<file path="src/hw/rtl/sud_pkg.sv">
// Package for the signed/unsigned integer divider.
// Holds widths, opcodes and the structs passed between the divider stages.
// Depends on nothing.
package sud_pkg;

  localparam int unsigned DataW = 64;
  localparam int unsigned HalfW = 32;
  localparam int unsigned NumCells = DataW;

  localparam logic [DataW-1:0] LowMask = {{(DataW-HalfW){1'b0}}, {HalfW{1'b1}}};

  typedef enum logic [1:0] {
    OP_UDIV32 = 2'd0,
    OP_SDIV32 = 2'd1,
    OP_UDIV64 = 2'd2,
    OP_SDIV64 = 2'd3
  } sud_op_e;

  typedef struct packed {
    logic [1:0]       opcode;
    logic [DataW-1:0] dividend;
    logic [DataW-1:0] divisor;
  } sud_in_t;

  typedef struct packed {
    logic [DataW-1:0] quotient;
    logic [DataW-1:0] remainder;
    logic             divide_by_zero;
  } sud_out_t;

  typedef struct packed {
    logic wide;
    logic neg_q;
    logic neg_r;
    logic dbz;
  } sud_meta_t;

  typedef struct packed {
    logic             valid;
    sud_meta_t        meta;
    logic [DataW-1:0] rem;
    logic [DataW-1:0] nq;
    logic [DataW-1:0] d;
  } sud_stage_t;

endpackage

</file>
<file path="src/hw/rtl/sud_pre.sv">
// Operand preparation stage: masks the operands, takes magnitudes and flags zero divisors.
// Depends on sud_pkg.
module sud_pre (
  input  logic                clk_i,
  input  logic                rst_ni,
  input  logic                en_i,
  input  logic                valid_i,
  input  sud_pkg::sud_in_t    in_i,
  output sud_pkg::sud_stage_t stage_o
);

  logic                       valid_q;
  sud_pkg::sud_meta_t         meta_d, meta_q;
  logic [sud_pkg::DataW-1:0]  an_d, ad_d, an_q, ad_q;

  always_comb begin
    logic                      wide;
    logic                      sgn;
    logic [sud_pkg::DataW-1:0] mask;
    logic [sud_pkg::DataW-1:0] n;
    logic [sud_pkg::DataW-1:0] d;
    logic                      nneg;
    logic                      dneg;
    wide = (in_i.opcode == sud_pkg::OP_UDIV64) || (in_i.opcode == sud_pkg::OP_SDIV64);
    sgn  = (in_i.opcode == sud_pkg::OP_SDIV32) || (in_i.opcode == sud_pkg::OP_SDIV64);
    mask = wide ? {sud_pkg::DataW{1'b1}} : sud_pkg::LowMask;
    n    = in_i.dividend & mask;
    d    = in_i.divisor & mask;
    nneg = sgn && (wide ? n[sud_pkg::DataW-1] : n[sud_pkg::HalfW-1]);
    dneg = sgn && (wide ? d[sud_pkg::DataW-1] : d[sud_pkg::HalfW-1]);
    an_d = nneg ? ((~n + 1'b1) & mask) : n;
    ad_d = dneg ? ((~d + 1'b1) & mask) : d;
    meta_d.wide  = wide;
    meta_d.neg_q = nneg ^ dneg;
    meta_d.neg_r = nneg;
    meta_d.dbz   = (d == '0);
  end

  always_ff @(posedge clk_i or negedge rst_ni) begin
    if (!rst_ni) begin
      valid_q <= 1'b0;
    end else if (en_i) begin
      valid_q <= valid_i;
    end
  end

  always_ff @(posedge clk_i) begin
    if (en_i) begin
      meta_q <= meta_d;
      an_q   <= an_d;
      ad_q   <= ad_d;
    end
  end

  always_comb begin
    stage_o.valid = valid_q;
    stage_o.meta  = meta_q;
    stage_o.rem   = '0;
    stage_o.nq    = an_q;
    stage_o.d     = ad_q;
  end

endmodule

</file>
<file path="config.mk">
export PLATFORM = sky130hd
export DESIGN_NAME = sud_pre
export DESIGN_NICKNAME = d
export VERILOG_FILES = /design/src/hw/rtl/sud_pkg.sv /design/src/hw/rtl/sud_pre.sv
export SDC_FILE = /design/constraint.sdc
export NUM_CORES = 1
export LEC_CHECK = 0
export BUFFER_PORTS_ARGS = -buffer_cell sky130_fd_sc_hd__buf_2
export CORE_ASPECT_RATIO = 0.8
export CORE_MARGIN = 5
export CORE_UTILIZATION = 40
export DETAILED_ROUTE_END_ITERATION = 10
export PLACE_DENSITY = 0.68
export SLEW_MARGIN = 20
export SYNTH_ARGS = -nofsm -noshare
export SYNTH_HDL_FRONTEND = slang
export SYNTH_SLANG_ARGS = --single-unit
</file>
<file path="constraint.sdc">
create_clock -name clk_i -period 2.4 [get_ports clk_i]
set_clock_uncertainty 0.15 [all_clocks]
set_input_delay 0.36 -clock clk_i [delete_from_list [all_inputs] [get_ports clk_i]]
set_output_delay 0.36 -clock clk_i [all_outputs]
set_load 0.01 [all_outputs]
</file>
Yosys cells after proc, flatten, opt, wreduce, memory -nomap -nowiden
Cells that the tools add are included.

operators by class
  $add $sub $neg = 2
  $mul = 0
  divide/modulo/power cells = 0
  magnitude comparators = 0
  equality and inequality tests = 3
  shift operators = 0
  multiplexer cells = 5
  bitwise logic cells = 7
  reductions and logical operators = 5

operator list
  cell                   count
  $and 64x64->64         4
  $mux 64                3
  $add 64x1->64 const B  2
  $not 64->64            2
  $logic_not 64->1       1
  $eq 2x2->1 const B     2
  $eq 2x1->1 const B     1
  $logic_and 1x1->1      2
  $logic_or 1x1->1       2
  $mux 1                 2
  $xor 1x1->1            1

word-level totals
  register bits = 133
  bits in latches = 0
  bits in writable memories = 0
  memory bits (read-only) = 0
  bits of input ports = 134
  output and inout bits = 197
  logic and storage cells = 29
  memories kept = 0

Longest topological paths before layout
  word-level depth = 8
  depth in mapped cells = 10
  gate-level depth less buffers = 8

Worst setup path before layout
OpenSTA, ideal clock, no wires.

  path kind = input to register
  from = input in_i[1] in the netlist's numbering
  to = register ad_q[56] in the netlist's numbering, data pin
  library setup time = 0.266 ns
  data arrival time = 2.425 ns
  data required time = 1.984 ns
  setup slack = -0.440 ns
  cell stages on the path = 9
  buffers on the path = 1
  path through = inv_1 -> ha_1 -> or4b_1 -> nand4b_2 -> or4_1 -> clkbuf_1 -> o21ai_0 -> xor2_1 -> nor2_1

on the way
  cells in the longest elaborated chain, start to end = 5

RTL lines
  item                    RTL line       source
  start: declaration      sud_pre.sv:8   input sud_pkg::sud_in_t in_i,
  $and 64x64->64          sud_pre.sv:28  d = in_i.divisor & mask;
  $not 64->64             sud_pre.sv:32  ad_d = dneg ? ((~d + 1'b1) & mask) : d;
  $add 64x1->64           sud_pre.sv:32
  $and 64x64->64          sud_pre.sv:32
  $mux 64                 sud_pre.sv:32
  via ad_d, one bit       sud_pre.sv:14  logic [sud_pkg::DataW-1:0] an_d, ad_d, an_q, ad_q;
  end signal: assignment  sud_pre.sv:51  ad_q <= ad_d;
  end: declaration        sud_pre.sv:14

The timed path passes the listed nets, and every way through them passes these cells.
A chain may end at the register's enable or synchronous reset.

Worst setup path after layout
  from = input in_i[88] in the netlist's numbering
  to = register an_q[54] in the netlist's numbering, data pin

on the way
  cells in the longest elaborated chain, start to end = 5

RTL lines
  item                    RTL line       source
  $and 64x64->64          sud_pre.sv:27  n = in_i.dividend & mask;
  $not 64->64             sud_pre.sv:31  an_d = nneg ? ((~n + 1'b1) & mask) : n;
  $add 64x1->64           sud_pre.sv:31
  $and 64x64->64          sud_pre.sv:31
  $mux 64                 sud_pre.sv:31
  via an_d, one bit       sud_pre.sv:14
  end signal: assignment  sud_pre.sv:50  an_q <= an_d;
  end: declaration        sud_pre.sv:14

The timed path passes the listed nets, and every way through them passes these cells.

==> metrics.yaml <==
rows: 46
crit_type: "in -> reg"
ys_warn_count: 0
numCtsBuffers: 17
antenna_found_initial: 3
max-vdd-ir-drop_v: 0.000363
drc: 0
synth_common_cells: "edfxtp_1, nor2_1, xnor2_1, buf_4, nand2_1"
die_width_um: 169
avgSynthCellArea_um2: 10.4
cp_max_fo: 8
cp-start-kind: "primary input"
vias: 7725
die_y_um: 137
ioPinCount: 331
max-clock-path-buffers: 2
globalRouteMet1Util_pct: 29.6
max_stage_delay_ns: 0.60
synth_top_cells_by_area: "edfxtp_1, xnor2_1, buf_4"
cts-root-buf: "clkbuf_16"
arrival_ns: 2.39
grt_pass1_wl_mm: 39.6
die-area_um2: 23200
hpwl_mm: 20.7
grt.total_usage_pct: 21.7
cts_tree: "built"
r2r_slack_ns: 1.51
gp_congestion: 0.917
finalNetCount: 1366
first_iter_violations: 619
wl_per_cell_um: 17.4
finalPower_mw: 7.12
maxCapViolCount: 0
synth.distinct_cells: 56
clk_latency_ns: 0.41
drv_slew: 0
synth_flop_cell: "edfxtp_1"
top_usage_layer: "met2"
via_per_inst: 5.12
synth_edf_count: 132
synthArstFlopShare_pct: 0.752
post-route-period-util_pct: 99.2
ant_nets: 0
slew_headroom_pct: 62.5
leakagePower_nw: 4.89
initial_core_util_pct: 40.8
cts.sinks: 133
finalHoldViolations: 0
synth_most_common_cell: "edfxtp_1"
htree_levels: 4
yosys.area.top_type: "edfxtp_1"
crit_top_cell: "or4_4"
ys_ff_latch: 133
wirelength_mm: 26.2
max_freq_mhz: 420
required_ns: 2.41
ys_seq_area_share_pct: 49.3
grt_pass1_vias: 7507
status: "complete, no violations"
cp_slowest_cell: "or4_4"
synth.top_cell.area_share_pct: 48.9
clk_pin_slew_worst_paths_ns: 0.06
use_met3_pct: 5.51
syn_area_um2: 8100
syn_inst: 782
holdCritPathClass: "in -> reg"
worst_slew_pin_slew_ns: 0.555
drive_above_1_share_pct: 43.0
postLayoutCellArea_um2: 11700
overflow: 0
crit_path_end_kind: "flip-flop"
postCtsSetupRepairBufs: 0
firstDrtPassIters: 5
rsz0062_at_grt: "yes"
power_density_nw_per_um2: 606
grtUsageMet2_pct: 34.1
io_buffers: 266
grt_max_degree: 49
finalSetupViolCount: 0
post_dp_cell_area_um2: 11000
core_area_um2: 19900
syn2layout_area_growth_pct: 45.1
worstPathCellList: "buf_2, or4_4, or4_4, a2111oi_4, buf_4, a31oi_1, xnor2_1, nor2_1"
fin_crit_ns: 2.38
-- cell type report --
cell class | count | area, um2
Clock buffer | 20 | 437
Tap cell | 264 | 330
Multi-Input combinational cell | 605 | 3890
Sequential cell | 133 | 3990
Fill cell | 1688 | 8110
Inverter | 11 | 41.3
Clock inverter | 12 | 181
Timing Repair Buffer | 462 | 2870
Antenna cell | 3 | 7.51
-- registers in the layout, summed over array words and instances, names as in the netlist --
signal	cells
ad_q	64
an_q	64
stage_o	4
valid_q	1
-- where the power goes --
| part | internal, mW | switching (mW) | total (mW) |
|---|---|---|---|
| sequential | 2.84 | 0.0645 | 2.90 |
| clock | 1.75 | 1.05 | 2.79 |
| combinational | 0.624 | 0.798 | 1.42 |
| total | 5.21 | 1.91 | 7.12 |
-- per-layer routing --
metal,vias to the layer above,part of all wire (%)
met5,-,0.027
met2,347,45
met1,3647,43
li1,3690,-
met3,39,8.9
met4,2,2.5
-- cell families after synthesis --
group,synth area share [%]
AO/OA/AOI/OAI,12.0
XOR/XNOR,12.1
adder cells (fa/ha/maj),0.309
buffers and inverters,8.05
flip-flops,49.3
multiplexers,0.773
other,0.0463
AND/OR/NAND/NOR,17.4
-- timing repair --
item / 4_1_cts / 5_1_grt
gates resized for setup: 3 / 11
setup endpoints to repair: 5 / 10
hold buffers: 1 / 0
hold endpoints to repair: 1 / 0
pin swaps: 0 / 3
-- worst paths after layout --
kind	start	end	cells past startpoint
max	in_i[88]	an_q[54]	8
min	valid_i	valid_q	2
max reg2reg	valid_q	valid_q	1
min reg2reg	valid_q	valid_q	1
max in group asynchronous	rst_ni	valid_q	2
min in group asynchronous	rst_ni	valid_q	2
-- layout by cell type (no fill, tap or decap), types with 4 or more instances in the layout --
master,count
buf_2,265
buf_4,190
edfxtp_1,132
nor2_1,90
xnor2_1,74
conb_1,64
nand2_1,42
xor2_1,38
a21oi_1,37
o21ai_0,31
nor3_1,27
nor4_1,24
o31ai_1,18
clkbuf_16,17
or3_1,15
o41ai_1,15
a31oi_1,15
nand3_1,13
or4_1,11
inv_1,10
nand2b_1,8
or4_4,6
o41ai_2,6
nor4_4,5
nand4_1,5
buf_12,5
mux2i_1,4
or2_2,4
nand3b_1,4
bufinv_16,4
-- worst max-delay path: cells and delay by family --
family	cells	cell delay (ns)
and+or+nand+nor	3	1.21
buffers and inverters	2	0.31
AOI/OAI and AO/OA	2	0.32
xor gates and xnor gates	1	0.18
-- stage by stage --
step | hold WS, ns | setup TNS [ns] | setup WS [ns] | cells | utilization [%]
after CTS | 0.0113 | 0 | 0.0357 | 1507 | 58.8
after global placement | -0.0146 | -16.79 | -0.535 | 1474 | 55.6
after detailed placement | -0.0106 | -17.78 | -0.551 | 1474 | 55.6
after floorplan | -0.0856 | -3.55 | -0.335 | 845 | -
after global routing | 0.00902 | -0.0541 | -0.0242 | 1509 | 59.1
final | 0.0292 | 0 | 0.0203 | 1510 | 59.2
(Power assumes the default switching activity.)
