--- src/hw/rtl/sud_pkg.sv ---
// Package for the signed/unsigned integer divider.
// Holds widths, opcodes and the structs passed between the divider stages.
// Depends on nothing.
package sud_pkg;

  localparam int unsigned DataW = 64;
  localparam int unsigned HalfW = 32;
  localparam int unsigned NumCells = DataW;

  localparam logic [DataW-1:0] LowMask = {{(DataW-HalfW){1'b0}}, {HalfW{1'b1}}};

  typedef enum logic [1:0] {
    OP_UDIV32 = 2'd0,
    OP_SDIV32 = 2'd1,
    OP_UDIV64 = 2'd2,
    OP_SDIV64 = 2'd3
  } sud_op_e;

  typedef struct packed {
    logic [1:0]       opcode;
    logic [DataW-1:0] dividend;
    logic [DataW-1:0] divisor;
  } sud_in_t;

  typedef struct packed {
    logic [DataW-1:0] quotient;
    logic [DataW-1:0] remainder;
    logic             divide_by_zero;
  } sud_out_t;

  typedef struct packed {
    logic wide;
    logic neg_q;
    logic neg_r;
    logic dbz;
  } sud_meta_t;

  typedef struct packed {
    logic             valid;
    sud_meta_t        meta;
    logic [DataW-1:0] rem;
    logic [DataW-1:0] nq;
    logic [DataW-1:0] d;
  } sud_stage_t;

endpackage

--- src/hw/rtl/sud_post.sv ---
// Result stage: restores signs, applies the mode width and holds the output register.
// Depends on sud_pkg.
module sud_post (
  input  logic                clk_i,
  input  logic                rst_ni,
  input  logic                en_i,
  input  sud_pkg::sud_stage_t stage_i,
  output logic                valid_o,
  output sud_pkg::sud_out_t   out_o
);

  logic              valid_q;
  sud_pkg::sud_out_t out_d, out_q;

  always_comb begin
    logic [sud_pkg::DataW-1:0] mask;
    logic [sud_pkg::DataW-1:0] q;
    logic [sud_pkg::DataW-1:0] r;
    mask = stage_i.meta.wide ? {sud_pkg::DataW{1'b1}} : sud_pkg::LowMask;
    q    = stage_i.meta.neg_q ? (~stage_i.nq + 1'b1) : stage_i.nq;
    r    = stage_i.meta.neg_r ? (~stage_i.rem + 1'b1) : stage_i.rem;
    out_d.quotient       = stage_i.meta.dbz ? '0 : (q & mask);
    out_d.remainder      = r & mask;
    out_d.divide_by_zero = stage_i.meta.dbz;
  end

  always_ff @(posedge clk_i or negedge rst_ni) begin
    if (!rst_ni) begin
      valid_q <= 1'b0;
    end else if (en_i) begin
      valid_q <= stage_i.valid;
    end
  end

  always_ff @(posedge clk_i) begin
    if (en_i) begin
      out_q <= out_d;
    end
  end

  assign valid_o = valid_q;
  assign out_o   = out_q;

  ap_narrow_zero_ext: assert property (@(posedge clk_i) disable iff (!rst_ni)
    en_i && stage_i.valid && !stage_i.meta.wide |=>
      out_q.quotient[sud_pkg::DataW-1:sud_pkg::HalfW] == '0 &&
      out_q.remainder[sud_pkg::DataW-1:sud_pkg::HalfW] == '0)
    else $error("narrow result not zero-extended");

  ap_dbz_quotient: assert property (@(posedge clk_i) disable iff (!rst_ni)
    valid_q && out_q.divide_by_zero |-> out_q.quotient == '0)
    else $error("divide by zero with nonzero quotient");

  ap_result_held: assert property (@(posedge clk_i) disable iff (!rst_ni)
    valid_q && !en_i |=> valid_q && $stable(out_q))
    else $error("waiting result changed before its transfer");

endmodule

--- config.mk ---
export PLATFORM = sky130hd
export DESIGN_NAME = sud_post
export DESIGN_NICKNAME = d
export VERILOG_FILES = /design/src/hw/rtl/sud_pkg.sv /design/src/hw/rtl/sud_post.sv
export SDC_FILE = /design/constraint.sdc
export NUM_CORES = 1
export LEC_CHECK = 0
export BUFFER_PORTS_ARGS = -buffer_cell sky130_fd_sc_hd__buf_4
export CAP_MARGIN = 30
export CORE_MARGIN = 10
export CORE_UTILIZATION = 50
export CTS_CLUSTER_DIAMETER = 100
export CTS_CLUSTER_SIZE = 10
export DETAILED_ROUTE_END_ITERATION = 12
export HOLD_SLACK_MARGIN = 0.12
export MAX_ROUTING_LAYER = met4
export PLACE_DENSITY = 0.82
export SLEW_MARGIN = 10
export SYNTH_ARGS = -nofsm -noshare
export SYNTH_HDL_FRONTEND = slang
export SYNTH_SLANG_ARGS = --single-unit
--- constraint.sdc ---
create_clock -name clk_i -period 0.97 [get_ports clk_i]
set_input_delay 0.1455 -clock clk_i [delete_from_list [all_inputs] [get_ports clk_i]]
set_output_delay 0.1455 -clock clk_i [all_outputs]
set_load 0.005 [all_outputs]
==> results of run 1 <==
==> stage by stage <==
| stage | setup WS (ns) | hold slack, ns | setup TNS, ns | std cells | util [%] |
|---|---|---|---|---|---|
| floorplan | -1.40 | -0.150 | -94.57 | 850 | - |
| global placement | -1.56 | -0.0789 | -126.52 | 1558 | 84.3 |
| detailed placement | -1.61 | -0.0781 | -132.36 | 1558 | 84.3 |
==> logic make-up after synthesis <==
family | after synthesis | synth area share (%)
muxes | 32 | 3.89
buffers and inverters | 62 | 2.97
adders and majority gates | 2 | 0.303
AOI/OAI and AO/OA | 148 | 12.5
DFF | 130 | 47.2
and+or+nand+nor | 416 | 26.8
xor gates and xnor gates | 60 | 6.36
==> flow_summary_export.csv, run 1 <==
group,metric,value,unit
synthesis,synth_edf_count,129,
clock_network,cts_made_buffers,17,
synthesis,synth_cell_types,54,
synthesis,syn_area,0.00826,sq mm
clock_network,clock-sinks,130,
clock_network,cts_resized,251,
clock_network,holdBufCountCts,10,
outcome,lastStage,"clock tree synthesis",
floorplan,initial_core_util,51.4,%
placed_design,dp_hpwl,27100,um
placed_design,dpl_cell_area,0.0135,sq mm
outcome,firstError,"[ERROR DPL-0033] detailed placement checks failed during check placement.",
clock_network,clk_path_buf_depth,2,
synthesis,synth.most_common_cell,"edfxtp_1",
synthesis,ys_top_cells_by_area,"edfxtp_1, nand2_1, mux2i_1",
synthesis,synth_nets,1052,
placed_design,globalplace.congestion,0.990,
synthesis,syn_avg_cell_area,9.72,sq um
synthesis,yosys_warnings,0,
clock_network,cts_setup_buffers,53,
synthesis,ys_seq_elements,130,
synthesis,ys_seq_area_share,47.2,%
floorplan,io-pin-count,330,
outcome,status,"aborted with a tool error",
synthesis,ys.flop_type,"edfxtp_1",
placed_design,portBuffers,265,
clock_network,h-tree-depth,4,
floorplan,rows,46,
synthesis,yosys.area.top_type_share,46.9,%
floorplan,die_w,149,um
synthesis,synthArstFlopShare,0.769,%
synthesis,synth_cells,850,
clock_network,cts_root_buf,"clkbuf_16",
synthesis,synth_common_cells,"edfxtp_1, nand2_1, nor2_1",
synthesis,synth_top_area_cell,"edfxtp_1",
floorplan,die_height,149,um
==> run 2: changes to the inputs <==
- CORE_UTILIZATION: 50 -> 40
- CTS_CLUSTER_DIAMETER: 100 -> not set
- CTS_CLUSTER_SIZE: 10 -> not set
- HOLD_SLACK_MARGIN: 0.12 -> not set
- MAX_ROUTING_LAYER: met4 -> not set
- PLACE_DENSITY: 0.82 -> not set
- PLACE_DENSITY_LB_ADDON: not set -> 0.15
==> flow_summary_export.csv, run 2 <==
group,metric,value,unit
outcome,status,"finished, violations left",
outcome,violations,"negative setup slack",
timing,tightest_slew,0.783,ns
critical_path,crit_type,"in -> reg",
synthesis,yosys_warnings,0,
synthesis,synth_cells,850,
clock_network,cts_tree,"yes",
floorplan,dieArea,0.0268,sq mm
pwr,vdd_drop_max,1.08,mV
layout,antenna_cells,0,
critical_path,crit_buf_inv,1,
synthesis,synth_compound_area_share,12.5,%
timing,setup_viol,244,
clock_network,worst_skew_pair.late_latency,0.42,ns
layout,final_common_cell,"buf_4",
global_route,antenna_found_initial,0,
timing,finalHoldViolCount,0,
synthesis,ys.flop_type,"edfxtp_1",
synthesis,yosys.area.top_type_share,46.9,%
floorplan,die_w,164,um
timing,min_period,1.94,ns
clock_network,clk_path_buf_depth,2,
critical_path,cp.depth,6,
job,maxCapViolations,0,
timing,slew_violations,0,
synthesis,ys_seq_elements,130,
critical_path,crit_chain,"buf_6 > or4_4 > or3_4 > or4_4 > or4_1 > nand4_1",
critical_path,crit_top_cell,"or4_4",
layout,final_util,79.4,%
critical_path,reg2reg_depth,1,
timing,max_freq,0.517,GHz
pwr,leakagePower,0.00678,uW
synthesis,synth-simple-area-share,26.8,%
clock_network,cts_made_buffers,17,
layout,fin_nets,1622,
floorplan,coreArea,0.0203,sq mm
floorplan,io-pin-count,330,
detailed_routing,wl_per_cell,20.1,um
timing,worst_slack,-0.966,ns
synthesis,synthArstFlopShare,0.769,%
detailed_routing,first_pass_iters,5,
layout,layout.cells.non_filler,1703,
global_route,grt-ovfl-total,0,
synthesis,syn_area,0.00826,sq mm
timing,tns,-86.93,ns
clock_network,h-tree-depth,4,
timing,post-route-period-util,200,%
timing,rsz0062_at_grt,"yes",
hold_path,min_path_type,"in -> async",
synthesis,ys_seq_area_share,47.2,%
placed_design,dp_cells,1619,
layout,largest_reg_flops,129,
detailed_routing,drc,0,
placed_design,portBuffers,265,
global_route,grt_use_total,23.5,%
placed_design,globalplace.congestion,0.947,
synthesis,synth_cell_types,54,
critical_path,end_kind,"flop",
timing,skew,0,ns
clock_network,clock-sinks,130,
synthesis,synth_top_family_by_area,"simple AND/OR/NAND/NOR gates",
global_route,grt_pass1_wl,50800,um
synthesis,synth_nets,1052,
critical_path,crit_family,"simple AND/OR/NAND/NOR gates",
synthesis,syn_avg_cell_area,9.72,sq um
detailed_routing,wl,34300,um
synthesis,synth_edf_count,129,
layout,drive_above_1_share,58.8,%
pwr,power_density,1120,mW/mm^2
placed_design,dp_hpwl,23700,um
synthesis,ys_top_cells_by_area,"edfxtp_1, nand2_1, mux2i_1",
synthesis,synth_common_cells,"edfxtp_1, nand2_1, nor2_1",
detailed_routing,ant_nets,0,
critical_path,worst_ep_required_time,1.26,ns
critical_path,slowest_delay,0.57,ns
detailed_routing,via_count,9363,
layout,synthToLayoutAreaGrowth,95.2,%
clock_network,clkTransAtPathRegs,0.06,ns
layout,final_cell_mix,"buf_4, buf_6, edfxtp_1, nand2_1, nor2_1",
timing,slew-limit-headroom,47.7,%
floorplan,initial_core_util,40.7,%
synthesis,synth_fa_ha_area_share,0.303,%
global_route,grt_pass1_vias,9626,
critical_path,critPathSlowestCell,"or4_4",
timing,hold-worst-slack,0.0271,ns
detailed_routing,drt-vias-per-instance,5.50,
detailed_routing,drt_iter0_drc,548,
synthesis,synth_xor_xnor_area_share,6.36,%
synthesis,muxShareOfSynthArea,3.89,%
synthesis,synth_top_area_cell,"edfxtp_1",
critical_path,crit_arrival,2.23,ns
floorplan,rows,52,
critical_path,start_kind,"primary input",
synthesis,synth.most_common_cell,"edfxtp_1",
critical_path,cp_max_fo,6,
floorplan,die_height,164,um
clock_network,cts_root_buf,"clkbuf_16",
global_route,grt_max_degree,35,
==> run 2: path summary, 6_finish.rpt <==
check / start / to / slack, ns
max in group asynchronous: rst_ni / valid_o$_DFFE_PN0P_ / 0.86
worst min-delay path: rst_ni / valid_o$_DFFE_PN0P_ / 0.03
worst min register to register: valid_o$_DFFE_PN0P_ / valid_o$_DFFE_PN0P_ / 0.54
worst max register to register: valid_o$_DFFE_PN0P_ / valid_o$_DFFE_PN0P_ / 0.21
min in group clk_i: stage_i[128] / out_o[1]$_DFFE_PP_ / 0.03
worst max-delay path: stage_i[93] / out_o[125]$_SDFFCE_PP0P_ / -0.97
==> run 2: layout make-up <==
class                   count  area [sq um]
inverters                   7          51.3
flip-flops and latches    130          3900
well taps                 270           338
multi-input cells         659          5880
repair buffers            605          5380
fillers                  1199          4180
clock buffers              17           425
clock inverters            15           150
==> run 2: cells by family (layout without fill, tap and decap cells) <==
| family | after synthesis | in the layout |
|---|---|---|
| mux | 32 | 32 |
| buf+inv | 62 | 644 |
| fa+ha+maj | 2 | 2 |
| flops | 130 | 130 |
| compound gates | 148 | 148 |
| xor+xnor | 60 | 60 |
| simple gates | 416 | 417 |
==> run 2: report_power, final <==
part           switching [uW]  internal, uW
Clock                    2790          3600
Sequential                249          6810
Combinational            1990          2540
Total                    5030         13000
==> run 2: metal layers <==
metal | part of all wire, % | GRT usage [%] | vias to the layer above
li1 | - | - | 4400
met1 | 39 | 27.2 | 4548
met2 | 52 | 41.8 | 356
met3 | 7.0 | 5.63 | 59
met4 | 2.5 | 8.16 | 0
met5 | 0 | 0 | -
==> run 2: what timing repair did <==
action	in CTS	in global routing
setup buffers	36	23
gates cloned	1	2
pin swaps	100	66
hold buffers	2	0
endpoints found under the hold margin	2	0
endpoints found under the setup margin	244	249
gates resized for setup	201	129
==> run 2: stage by stage <==
step	area, sq um	total power, uW	setup WS (ns)
floorplan	9550	8370	-1.40
detailed placement	13600	11000	-1.55
global placement	13600	10900	-1.54
CTS	15400	17700	-0.934
global route	16100	18600	-0.996
finish	16100	18000	-0.966
(Power assumes the default switching activity.)
